===== config.mk =====
export PLATFORM = sky130hd
export DESIGN_NAME = rlp_list_item_splitter_unit_flat
export DESIGN_NICKNAME = d
export VERILOG_FILES = /design/src/rtl/core/rlpl_pkg.sv /design/src/rtl/core/rlpl_if.sv /design/src/rtl/core/rlpl_parse.sv /design/src/rtl/core/rlpl_out_fifo.sv /design/src/rtl/core/rlp_list_item_splitter_unit.sv /design/src/flat_wrapper.sv
export SDC_FILE = /design/constraint.sdc
export NUM_CORES = 1
export LEC_CHECK = 0
export ABC_AREA = 1
export BUFFER_PORTS_ARGS = -buffer_cell sky130_fd_sc_hd__buf_2
export CORE_AREA = 2 2 259 261
export DETAILED_ROUTE_END_ITERATION = 6
export DIE_AREA = 0 0 261 263
export SLEW_MARGIN = 25
export SYNTH_ARGS = -nofsm -noshare
export SYNTH_HDL_FRONTEND = slang
export SYNTH_SLANG_ARGS = --single-unit

===== constraint.sdc =====
create_clock -name clk -period 4.2 [get_ports clk]
set_clock_uncertainty 0.15 [all_clocks]
set_input_delay 0.84 -clock clk [delete_from_list [all_inputs] [get_ports clk]]
set_output_delay 0.84 -clock clk [all_outputs]
set_load 0.01 [all_outputs]

===== src/rtl/core/rlpl_pkg.sv =====
// Shared types and constants for the RLP list item splitter.
package rlpl_pkg;

	// RLP header byte boundaries
	localparam logic [7:0] SINGLE_MAX     = 8'h7f;
	localparam logic [7:0] STR_SHORT_BASE = 8'h80;
	localparam logic [7:0] STR_LONG_BASE  = 8'hb7;
	localparam logic [7:0] STR_LONG_MAX   = 8'hbf;
	localparam logic [7:0] LIST_SHORT_BASE = 8'hc0;
	localparam logic [7:0] LIST_LONG_BASE = 8'hf7;
	localparam logic [7:0] LIST_LONG_MIN  = 8'hf8;

	localparam logic KIND_ELEM   = 1'b0;
	localparam logic KIND_STATUS = 1'b1;

	// result queue
	localparam int FIFO_DEPTH = 4;
	localparam int PTR_W      = 2;
	localparam int CNT_W      = 3;

	typedef enum logic [3:0] {
		PH_SKIP    = 4'b0001,
		PH_LLEN    = 4'b0010,
		PH_PAYLOAD = 4'b0100,
		PH_TAIL    = 4'b1000
	} phase_t;

	typedef enum logic [2:0] {
		IP_HDR  = 3'b001,
		IP_LEN  = 3'b010,
		IP_BODY = 3'b100
	} iphase_t;

	typedef enum logic [2:0] {
		ST_OK        = 3'd0,
		ST_NO_HDR    = 3'd1,
		ST_TRUNC     = 3'd2,
		ST_OVERRUN   = 3'd3,
		ST_TOO_LARGE = 3'd4
	} status_t;

	typedef struct packed {
		logic       kind;
		logic [7:0] item_byte;
		logic [3:0] item_number;
		logic       item_first;
		logic       item_last;
		status_t    status;
		logic [4:0] item_count;
	} rlpl_result_t;

	// up to two result words per input word; r1 only ever carries status
	typedef struct packed {
		logic         v0;
		rlpl_result_t r0;
		logic         v1;
		rlpl_result_t r1;
	} rlpl_push_t;

endpackage


===== src/rtl/core/rlpl_if.sv =====
// Valid/ready channel interfaces for input bytes and result words.
interface rlpl_in_if;
	logic       valid;
	logic       ready;
	logic [7:0] data_byte;
	logic       last_byte;

	modport source(output valid, output data_byte, output last_byte, input ready);
	modport sink(input valid, input data_byte, input last_byte, output ready);
endinterface

interface rlpl_out_if;
	logic       valid;
	logic       ready;
	logic       kind;
	logic [7:0] item_byte;
	logic [3:0] item_number;
	logic       item_first;
	logic       item_last;
	logic [2:0] status;
	logic [4:0] item_count;

	modport source(output valid, output kind, output item_byte, output item_number,
		output item_first, output item_last, output status, output item_count,
		input ready);
	modport sink(input valid, input kind, input item_byte, input item_number,
		input item_first, input item_last, input status, input item_count,
		output ready);
endinterface


===== src/rtl/core/rlpl_parse.sv =====
// Input register and single-pass RLP list/element parser.
module rlpl_parse #(
	parameter int LEN_BITS  = 32,
	parameter int MAX_ITEMS = 16
) (
	input  logic                clk,
	input  logic                arst_n,
	rlpl_in_if.sink             in_ch,
	input  logic [7:0]          list_offset,
	input  logic                room,
	output rlpl_pkg::rlpl_push_t push
);
	import rlpl_pkg::*;

	localparam int CW = $clog2(MAX_ITEMS + 1);

	logic                s1_v_q;
	logic [7:0]          byte_s1;
	logic                last_s1;
	logic                fire;

	phase_t              phase_q, phase_d;
	logic [7:0]          skip_q, skip_d;
	logic [3:0]          llen_q, llen_d;
	logic [LEN_BITS-1:0] payload_q, payload_d;
	iphase_t             iphase_q, iphase_d;
	logic [3:0]          ilen_q, ilen_d;
	logic [LEN_BITS-1:0] item_left_q, item_left_d;
	logic [LEN_BITS-1:0] accum_q, accum_d;
	logic [CW-1:0]       items_q, items_d;
	status_t             err_q, err_d;

	logic [LEN_BITS+7:0] shift_w;
	logic [LEN_BITS-1:0] accum_sh;
	logic                ovf;
	logic [6:0]          len_short;
	logic [3:0]          len_ll;
	logic [3:0]          cnt_dec;
	logic [LEN_BITS-1:0] len_dec;
	logic                elem_v;
	logic                elem_first;
	logic                elem_last;
	logic [3:0]          elem_num;
	status_t             st;
	logic [CW-1:0]       cnt_out;
	rlpl_result_t        elem_r, stat_r;

	assign fire         = s1_v_q && room;
	assign in_ch.ready  = !s1_v_q || fire;

	always_ff @(posedge clk or negedge arst_n) begin
		if (!arst_n) begin
			s1_v_q <= 1'b0;
		end else if (in_ch.ready) begin
			s1_v_q <= in_ch.valid;
		end
	end

	always_ff @(posedge clk) begin
		if (in_ch.ready && in_ch.valid) begin
			byte_s1 <= in_ch.data_byte;
			last_s1 <= in_ch.last_byte;
		end
	end

	// length byte shifted into the accumulator; overflow if top byte busy
	assign shift_w  = {accum_q, byte_s1};
	assign accum_sh = shift_w[LEN_BITS-1:0];
	assign ovf      = |accum_q[LEN_BITS-1 -: 8];
	assign elem_num = (items_q > CW'(15)) ? 4'd15 : 4'(items_q);

	always_comb begin
		phase_d     = phase_q;
		skip_d      = skip_q;
		llen_d      = llen_q;
		payload_d   = payload_q;
		iphase_d    = iphase_q;
		ilen_d      = ilen_q;
		item_left_d = item_left_q;
		accum_d     = accum_q;
		items_d     = items_q;
		err_d       = err_q;
		elem_v      = 1'b0;
		elem_first  = 1'b0;
		elem_last   = 1'b0;
		len_short   = (byte_s1 <= STR_LONG_BASE) ? 7'(byte_s1 - STR_SHORT_BASE)
		                                         : 7'(byte_s1 - LIST_SHORT_BASE);
		len_ll      = (byte_s1 <= STR_LONG_MAX) ? 4'(byte_s1 - STR_LONG_BASE)
		                                        : 4'(byte_s1 - LIST_LONG_BASE);
		cnt_dec     = 4'd0;
		len_dec     = '0;

		case (phase_q)
			PH_SKIP: begin
				if (skip_q < list_offset) begin
					skip_d = skip_q + 8'd1;
				end else if (byte_s1 >= LIST_LONG_MIN) begin
					llen_d  = 4'(byte_s1 - LIST_LONG_BASE);
					accum_d = '0;
					phase_d = PH_LLEN;
				end else if (byte_s1 >= LIST_SHORT_BASE) begin
					payload_d = LEN_BITS'(byte_s1 - LIST_SHORT_BASE);
					phase_d   = (byte_s1 != LIST_SHORT_BASE) ? PH_PAYLOAD : PH_TAIL;
				end else begin
					err_d   = ST_NO_HDR;
					phase_d = PH_TAIL;
				end
			end
			PH_LLEN: begin
				if (ovf) err_d = ST_TOO_LARGE;
				else accum_d = accum_sh;
				cnt_dec = (llen_q != 4'd0) ? llen_q - 4'd1 : 4'd0;
				llen_d  = cnt_dec;
				if (cnt_dec == 4'd0) begin
					if (err_d != ST_OK) begin
						phase_d = PH_TAIL;
					end else begin
						payload_d = accum_d;
						phase_d   = (accum_d != '0) ? PH_PAYLOAD : PH_TAIL;
					end
				end
			end
			PH_PAYLOAD: begin
				if (err_q == ST_OK) begin
					case (iphase_q)
						IP_HDR: begin
							if (byte_s1 <= SINGLE_MAX) begin
								elem_v     = 1'b1;
								elem_first = 1'b1;
								elem_last  = 1'b1;
								if (items_q < CW'(MAX_ITEMS)) items_d = items_q + CW'(1);
							end else if (byte_s1 <= STR_LONG_BASE ||
							             (byte_s1 >= LIST_SHORT_BASE &&
							              byte_s1 <= LIST_LONG_BASE)) begin
								if (LEN_BITS'(len_short) >= payload_q) begin
									err_d = ST_OVERRUN;
								end else begin
									elem_v     = 1'b1;
									elem_first = 1'b1;
									elem_last  = (len_short == 7'd0);
									if (len_short == 7'd0) begin
										if (items_q < CW'(MAX_ITEMS))
											items_d = items_q + CW'(1);
									end else begin
										item_left_d = LEN_BITS'(len_short);
										iphase_d    = IP_BODY;
									end
								end
							end else begin
								if (LEN_BITS'(len_ll) >= payload_q) begin
									err_d = ST_OVERRUN;
								end else begin
									elem_v     = 1'b1;
									elem_first = 1'b1;
									ilen_d     = len_ll;
									accum_d    = '0;
									iphase_d   = IP_LEN;
								end
							end
						end
						IP_LEN: begin
							if (ovf) begin
								err_d = ST_TOO_LARGE;
							end else begin
								accum_d = accum_sh;
								cnt_dec = (ilen_q != 4'd0) ? ilen_q - 4'd1 : 4'd0;
								ilen_d  = cnt_dec;
								if (cnt_dec != 4'd0) begin
									elem_v = 1'b1;
								end else if (accum_sh >= payload_q) begin
									err_d = ST_OVERRUN;
								end else begin
									elem_v    = 1'b1;
									elem_last = (accum_sh == '0);
									if (accum_sh == '0) begin
										if (items_q < CW'(MAX_ITEMS))
											items_d = items_q + CW'(1);
										iphase_d = IP_HDR;
									end else begin
										item_left_d = accum_sh;
										iphase_d    = IP_BODY;
									end
								end
							end
						end
						IP_BODY: begin
							len_dec     = (item_left_q != '0) ? item_left_q - LEN_BITS'(1)
							                                  : item_left_q;
							item_left_d = len_dec;
							elem_v      = 1'b1;
							elem_last   = (len_dec == '0);
							if (len_dec == '0) begin
								if (items_q < CW'(MAX_ITEMS)) items_d = items_q + CW'(1);
								iphase_d = IP_HDR;
							end
						end
						default: begin
							iphase_d = IP_HDR;
						end
					endcase
				end
				len_dec   = (payload_q != '0) ? payload_q - LEN_BITS'(1) : payload_q;
				payload_d = len_dec;
				if (len_dec == '0) phase_d = PH_TAIL;
			end
			PH_TAIL: begin
			end
			default: begin
				phase_d = PH_SKIP;
			end
		endcase

		// final status, taken before the per-buffer clear
		if (phase_d == PH_SKIP) st = ST_NO_HDR;
		else if (phase_d == PH_LLEN || phase_d == PH_PAYLOAD) st = ST_TRUNC;
		else st = err_d;
		cnt_out = items_d;

		if (last_s1) begin
			phase_d     = PH_SKIP;
			skip_d      = 8'd0;
			llen_d      = 4'd0;
			payload_d   = '0;
			iphase_d    = IP_HDR;
			ilen_d      = 4'd0;
			item_left_d = '0;
			accum_d     = '0;
			items_d     = '0;
			err_d       = ST_OK;
		end
	end

	always_comb begin
		elem_r             = '0;
		elem_r.kind        = KIND_ELEM;
		elem_r.item_byte   = byte_s1;
		elem_r.item_number = elem_num;
		elem_r.item_first  = elem_first;
		elem_r.item_last   = elem_last;
		elem_r.status      = ST_OK;

		stat_r             = '0;
		stat_r.kind        = KIND_STATUS;
		stat_r.status      = st;
		stat_r.item_count  = 5'(cnt_out);

		push.v0 = fire && (elem_v || last_s1);
		push.r0 = elem_v ? elem_r : stat_r;
		push.v1 = fire && elem_v && last_s1;
		push.r1 = stat_r;
	end

	always_ff @(posedge clk or negedge arst_n) begin
		if (!arst_n) begin
			phase_q     <= PH_SKIP;
			skip_q      <= 8'd0;
			llen_q      <= 4'd0;
			payload_q   <= '0;
			iphase_q    <= IP_HDR;
			ilen_q      <= 4'd0;
			item_left_q <= '0;
			accum_q     <= '0;
			items_q     <= '0;
			err_q       <= ST_OK;
		end else if (fire) begin
			phase_q     <= phase_d;
			skip_q      <= skip_d;
			llen_q      <= llen_d;
			payload_q   <= payload_d;
			iphase_q    <= iphase_d;
			ilen_q      <= ilen_d;
			item_left_q <= item_left_d;
			accum_q     <= accum_d;
			items_q     <= items_d;
			err_q       <= err_d;
		end
	end

endmodule


===== src/rtl/core/rlpl_out_fifo.sv =====
// Small result queue: takes up to two words a cycle, drives one out.
module rlpl_out_fifo (
	input  logic                 clk,
	input  logic                 arst_n,
	input  rlpl_pkg::rlpl_push_t push,
	output logic                 room,
	rlpl_out_if.source           out_ch
);
	import rlpl_pkg::*;

	rlpl_result_t     mem [FIFO_DEPTH];
	logic [PTR_W-1:0] wr_q, rd_q;
	logic [CNT_W-1:0] cnt_q;
	logic [CNT_W-1:0] n_push;
	logic             pop;
	rlpl_result_t     rd;

	assign room   = cnt_q <= CNT_W'(FIFO_DEPTH - 2);
	assign pop    = out_ch.valid && out_ch.ready;
	assign n_push = CNT_W'(push.v0) + CNT_W'(push.v1);

	always_ff @(posedge clk) begin
		if (push.v0) mem[wr_q] <= push.r0;
		if (push.v1) mem[wr_q + PTR_W'(1)] <= push.r1;
	end

	always_ff @(posedge clk or negedge arst_n) begin
		if (!arst_n) begin
			wr_q  <= '0;
			rd_q  <= '0;
			cnt_q <= '0;
		end else begin
			wr_q  <= wr_q + PTR_W'(n_push);
			rd_q  <= rd_q + PTR_W'(pop);
			cnt_q <= cnt_q + n_push - CNT_W'(pop);
		end
	end

	assign rd                 = mem[rd_q];
	assign out_ch.valid       = cnt_q != '0;
	assign out_ch.kind        = rd.kind;
	assign out_ch.item_byte   = rd.item_byte;
	assign out_ch.item_number = rd.item_number;
	assign out_ch.item_first  = rd.item_first;
	assign out_ch.item_last   = rd.item_last;
	assign out_ch.status      = rd.status;
	assign out_ch.item_count  = rd.item_count;

endmodule


===== src/rtl/core/rlp_list_item_splitter_unit.sv =====
// An input word is held in the input register, then written into the result queue, which drives it out.
// Throughput: one input word per cycle while the result queue has room; parser state updates once per word.
// A last word that also carries an element byte gives two result words, driven out one at a time;
// the 4-entry result queue absorbs that, input stalls only while it holds more than two.
// Reset (arst_n low, async): parser to prefix skip, queue emptied, list_offset to 0.
module rlp_list_item_splitter_unit #(
	parameter int LEN_BITS  = 32,
	parameter int MAX_ITEMS = 16
) (
	input  logic       clk,
	input  logic       arst_n,
	input  logic       cfg_wr_en,
	input  logic [7:0] cfg_wr_data,
	rlpl_in_if.sink    in_ch,
	rlpl_out_if.source out_ch
);
	import rlpl_pkg::*;

	// number of leading buffer bytes to skip before the list header
	logic [7:0] list_offset_q;

	// parser -> queue: element word and/or status word for one input word
	rlpl_push_t push;
	logic       room;

	always_ff @(posedge clk or negedge arst_n) begin
		if (!arst_n) begin
			list_offset_q <= 8'd0;
		end else if (cfg_wr_en) begin
			list_offset_q <= cfg_wr_data;
		end
	end

	// Input register plus header/length/body walk. Fires only when the
	// queue has space for two words, so a status never gets dropped.
	rlpl_parse #(
		.LEN_BITS  (LEN_BITS),
		.MAX_ITEMS (MAX_ITEMS)
	) u_parse (
		.clk         (clk),
		.arst_n      (arst_n),
		.in_ch       (in_ch),
		.list_offset (list_offset_q),
		.room        (room),
		.push        (push)
	);

	// Result queue decouples the parser from output back-pressure.
	rlpl_out_fifo u_out_fifo (
		.clk    (clk),
		.arst_n (arst_n),
		.push   (push),
		.room   (room),
		.out_ch (out_ch)
	);

endmodule


===== src/flat_wrapper.sv =====
// flat-port wrapper written by rule: the top's interface ports become plain ports
module rlp_list_item_splitter_unit_flat import rlpl_pkg::*;
#(
	parameter int LEN_BITS  = 32,
	parameter int MAX_ITEMS = 16
)
  (clk, arst_n, cfg_wr_en, cfg_wr_data, in_ch_valid, in_ch_data_byte, in_ch_last_byte, in_ch_ready, out_ch_valid, out_ch_kind, out_ch_item_byte, out_ch_item_number, out_ch_item_first, out_ch_item_last, out_ch_status, out_ch_item_count, out_ch_ready);
  rlpl_in_if in_ch_i ();
  rlpl_out_if out_ch_i ();
  input  logic clk;
  input  logic arst_n;
  input  logic cfg_wr_en;
  input  logic [7:0] cfg_wr_data;
  input wire logic [$bits(in_ch_i.valid)-1:0] in_ch_valid;
  input wire logic [$bits(in_ch_i.data_byte)-1:0] in_ch_data_byte;
  input wire logic [$bits(in_ch_i.last_byte)-1:0] in_ch_last_byte;
  output wire logic [$bits(in_ch_i.ready)-1:0] in_ch_ready;
  output wire logic [$bits(out_ch_i.valid)-1:0] out_ch_valid;
  output wire logic [$bits(out_ch_i.kind)-1:0] out_ch_kind;
  output wire logic [$bits(out_ch_i.item_byte)-1:0] out_ch_item_byte;
  output wire logic [$bits(out_ch_i.item_number)-1:0] out_ch_item_number;
  output wire logic [$bits(out_ch_i.item_first)-1:0] out_ch_item_first;
  output wire logic [$bits(out_ch_i.item_last)-1:0] out_ch_item_last;
  output wire logic [$bits(out_ch_i.status)-1:0] out_ch_status;
  output wire logic [$bits(out_ch_i.item_count)-1:0] out_ch_item_count;
  input wire logic [$bits(out_ch_i.ready)-1:0] out_ch_ready;
  assign in_ch_i.valid = in_ch_valid;
  assign in_ch_i.data_byte = in_ch_data_byte;
  assign in_ch_i.last_byte = in_ch_last_byte;
  assign in_ch_ready = in_ch_i.ready;
  assign out_ch_valid = out_ch_i.valid;
  assign out_ch_kind = out_ch_i.kind;
  assign out_ch_item_byte = out_ch_i.item_byte;
  assign out_ch_item_number = out_ch_i.item_number;
  assign out_ch_item_first = out_ch_i.item_first;
  assign out_ch_item_last = out_ch_i.item_last;
  assign out_ch_status = out_ch_i.status;
  assign out_ch_item_count = out_ch_i.item_count;
  assign out_ch_i.ready = out_ch_ready;
  rlp_list_item_splitter_unit #(.LEN_BITS(LEN_BITS), .MAX_ITEMS(MAX_ITEMS)) u_core (.clk(clk), .arst_n(arst_n), .cfg_wr_en(cfg_wr_en), .cfg_wr_data(cfg_wr_data), .in_ch(in_ch_i), .out_ch(out_ch_i));
endmodule

==> results_dict.tcl <==
set metrics [dict create \
    synth_adder_area_share_pct 4.80 \
    critical_path_buf_inv_count 4 \
    power_density_mw_per_mm2 651 \
    min_period_ns 3.95 \
    post_detailed_route_count_of_antenna_violating_nets 0 \
    routedWlPerCell_microns 15.8 \
    initial_drt_pass_iterations 5 \
    combinational_family_with_the_most_area_after_synthesis "simple AND/OR/NAND/NOR gates" \
    drc_errors 0 \
    critPathTopFamily "adder cells" \
    post_synth.cell_area_avg_sq_um 6.91 \
    detail_route.vias_per_cell 4.76 \
    groute.usage.overall_pct 15.0 \
    critical_path.max_fanout 5 \
    antenna-diode-count 0 \
    placed_instance_area_sq_mm 0.0177 \
    worstSkewPairLatency_ns 0.58 \
    r2r_setup_slack_ns 0.25 \
    worst_path_max_delay_cell "sky130_fd_sc_hd__edfxtp_1" \
    syn-cell-area_sq_mm 0.0163 \
    floorplan_die_width_microns 261 \
    total_power_w 0.0121 \
    globalRoute.totalOverflow 0 \
    nets 2501 \
    detail_route.iter0.violations 1235 \
    synthesis.yosys.warnings 0 \
    flow.area_growth_from_synthesis_pct 14.1 \
    die_area_sq_mm 0.0686 \
    synthMuxAreaShare_pct 0 \
    post-place-ws_ns 0.176 \
    synth-compound-area-share_pct 16.0 \
    switching_power_w 0.00568 \
    seqPwrFrac_pct 29.3 \
    fin_area_sq_mm 0.0186 \
    swShare_pct 46.8 \
    core_area_sq_mm 0.0656 \
    cp.required_ns 4.52 \
    period_share_pct 94.1 \
    synth_sequential_area_ratio_pct 36.8 \
    ranking_of_synthesized_cells_by_area "sky130_fd_sc_hd__dfrtp_1 (22%), sky130_fd_sc_hd__nand2_1 (11%), sky130_fd_sc_hd__nor2_1 (10%)" \
    dp_cells 3245 \
    synthSimpleGateAreaFrac_pct 31.8 \
    power_frac_comb_pct 50.6 \
    synth_nets 2448 \
    htreeDepth 1 \
    layout-drive-gt1-share_pct 9.43 \
    detailed_place_hpwl_mm 39.3 \
    report.final.slew_viol_count 0 \
    port_buffers 46 \
    asyncSetResetFlopFracSynth_pct 58.6 \
    ir_worst_vdd_v 0.000347 \
    static-leakage-power_nw 9.00 \
    cts_buffer_depth 3 \
    cts-root-buf "sky130_fd_sc_hd__clkbuf_16" \
    route.final.wire_length_mm 52.1 \
    tritoncts "done" \
    crit_top_cell "sky130_fd_sc_hd__nand2_1" \
    floorplan.initialDensity_pct 24.9 \
    setup_viol 0 \
    finalWorstSetupSlack_ns 0.246 \
    grt_first_pass_wirelength_mm 83.1 \
    min_path_type "in2async" \
    maxCapViolations 0 \
    gate_count_after_technology_mapping 2364 \
    internal_power_w 0.00645 \
    slew_headroom_pct 33.6 \
    clk_transition_reported_paths_ns 0.07 \
    netlist_cell_types 59 \
    grt_pass1_vias 14900 \
    yosys_most_used_dff "sky130_fd_sc_hd__dfrtp_1" \
    final-hold-violation-count 0 \
    fmax_mhz 253 \
    cts.sink_count 244 \
    critPathMaxStageDelay_ns 0.44 \
    tightestPinTransition_ns 0.990 \
    cp-end-kind "register" \
    number_of_antenna_violations_at_the_first_check_in_global_routing 0 \
    yosys.area.top_type "sky130_fd_sc_hd__dfrtp_1" \
    path_class "reg2reg" \
    floorplan.rows 94 \
    start_kind "register" \
    synth_edf_count 41 \
    outcome "finished, final reports clean" \
    routed-via-count 15700 \
    grt_start_max_net_pins 65 \
    stdcell_count 3303 \
    xor_xnor_fraction_of_synth_area_pct 1.93 \
    pwr-share-clk_pct 20.1 \
    gp_congestion 0.876 \
    ios 47 \
    postSynthRegisterBits 244 \
    crit_arrival_ns 4.28 \
    floorplan.die.height_microns 263 \
    cts_inserted_buffers 28 \
    synth_largest_type_area_fraction_pct 21.6 \
]
==> cells in the final DEF, fill, tap and decap left out, types with 6 or more instances in the layout <==
master / count
sky130_fd_sc_hd__nor2_2: 19
sky130_fd_sc_hd__ha_1: 61
sky130_fd_sc_hd__nor3_1: 23
sky130_fd_sc_hd__clkbuf_1: 7
sky130_fd_sc_hd__o21ai_1: 7
sky130_fd_sc_hd__nand3_1: 129
sky130_fd_sc_hd__nor2_4: 6
sky130_fd_sc_hd__o21ai_0: 247
sky130_fd_sc_hd__nand4_1: 35
sky130_fd_sc_hd__xnor2_1: 6
sky130_fd_sc_hd__buf_4: 52
sky130_fd_sc_hd__nand3_2: 7
sky130_fd_sc_hd__nand2_1: 485
sky130_fd_sc_hd__inv_2: 16
sky130_fd_sc_hd__nor2_1: 439
sky130_fd_sc_hd__buf_2: 45
sky130_fd_sc_hd__xor2_1: 30
sky130_fd_sc_hd__o211ai_1: 27
sky130_fd_sc_hd__dfrtp_1: 141
sky130_fd_sc_hd__clkbuf_8: 9
sky130_fd_sc_hd__nor4_1: 7
sky130_fd_sc_hd__clkbuf_16: 28
sky130_fd_sc_hd__edfxtp_1: 41
sky130_fd_sc_hd__inv_1: 258
sky130_fd_sc_hd__nand2_2: 14
sky130_fd_sc_hd__o22ai_1: 71
sky130_fd_sc_hd__a21oi_1: 80
sky130_fd_sc_hd__dfxtp_1: 60
sky130_fd_sc_hd__nand3b_1: 16
==> metrics by stage <==
step	util (%)	TNS, ns	hold WS (ns)
finish	28.4	0	0.0435
CTS	28.3	0	0.0563
global route	28.4	-0.0315	0.0863
detailed placement	26.9	0	0.291
global placement	26.9	0	0.284
floorplan	-	0	0.272
==> metal layers <==
layer | part of all wire (%) | wire length, microns | global-route usage [%]
met1 | 46 | 24000 | 20.6
met2 | 47 | 24200 | 24.7
met3 | 4.6 | 2410 | 1.54
met4 | 2.9 | 1490 | 4.71
met5 | 0 | 0 | 0
==> cell usage after synthesis (all sizes together), types with 3 or more instances <==
library cell	n
a21boi	5
a21oi	80
a22oi	5
a31oi	4
buf	32
clkbuf	44
clkinv	3
dfrtp	141
dfxtp	60
edfxtp	41
ha	61
inv	274
nand2	505
nand3	138
nand3b	16
nand4	36
nor2	464
nor3	29
nor4	7
o211ai	27
o21ai	258
o21bai	3
o22ai	71
xnor2	6
xor2	30
==> timing repair <==
item,4_1_cts,5_1_grt
buffers inserted,0,6
hold buffers,0,0
resized for setup,0,1
setup endpoints to repair,0,2
==> cell type report <==
class | instances | area (sq um)
Timing Repair Buffer | 99 | 647
Clock buffer | 44 | 851
Clock inverter | 8 | 70.1
Inverter | 277 | 1040
Multi-Input combinational cell | 1767 | 8920
Sequential cell | 244 | 6010
Tap cell | 864 | 1080
Fill cell | 7294 | 47000
==> registers in the layout (all words and copies together), names as in the netlist, 5 cells and up <==
signal and flops:
u_core.u_parse.accum_q 32, u_core.u_out_fifo.mem 92, u_core.u_parse.skip_q 8, u_core.u_parse.byte_s1 8
u_core.list_offset_q 8, u_core.u_parse.payload_q 32, u_core.u_parse.item_left_q 32, u_core.u_parse.items_q 5
==> power by group through the flow <==
stage / logic (W) / clock network (W) / registers, W
global placement: 0.00606 / 0 / 0.00358
detailed placement: 0.00609 / 0 / 0.00358
finish: 0.00614 / 0.00244 / 0.00355
floorplan: 0.00440 / 0 / 0.00347
global route: 0.00695 / 0.00259 / 0.00364
CTS: 0.00611 / 0.00249 / 0.00354
==> worst paths after layout <==
path,start,endpoint,cells past startpoint
setup reg to reg,u_core.u_parse.byte_s1[0],u_core.u_out_fifo.cnt_q[2],25
max in group asynchronous,arst_n,u_core.u_parse.item_left_q[20],2
min in group clk,in_ch_last_byte,u_core.u_parse.last_s1,1
hold / removal,arst_n,u_core.u_parse.payload_q[29],1
setup / recovery,u_core.u_parse.byte_s1[0],u_core.u_out_fifo.cnt_q[2],25
hold reg to reg,u_core.u_out_fifo.mem[2][22],u_core.u_out_fifo.mem[2][22],2
==> cell families after synthesis <==
kind of cell	Yosys count
fa+ha+maj	62
flops	244
simple gates	1200
buf+inv	353
xor+xnor	36
compound gates	469
Power figures use the tool's default switching activity.
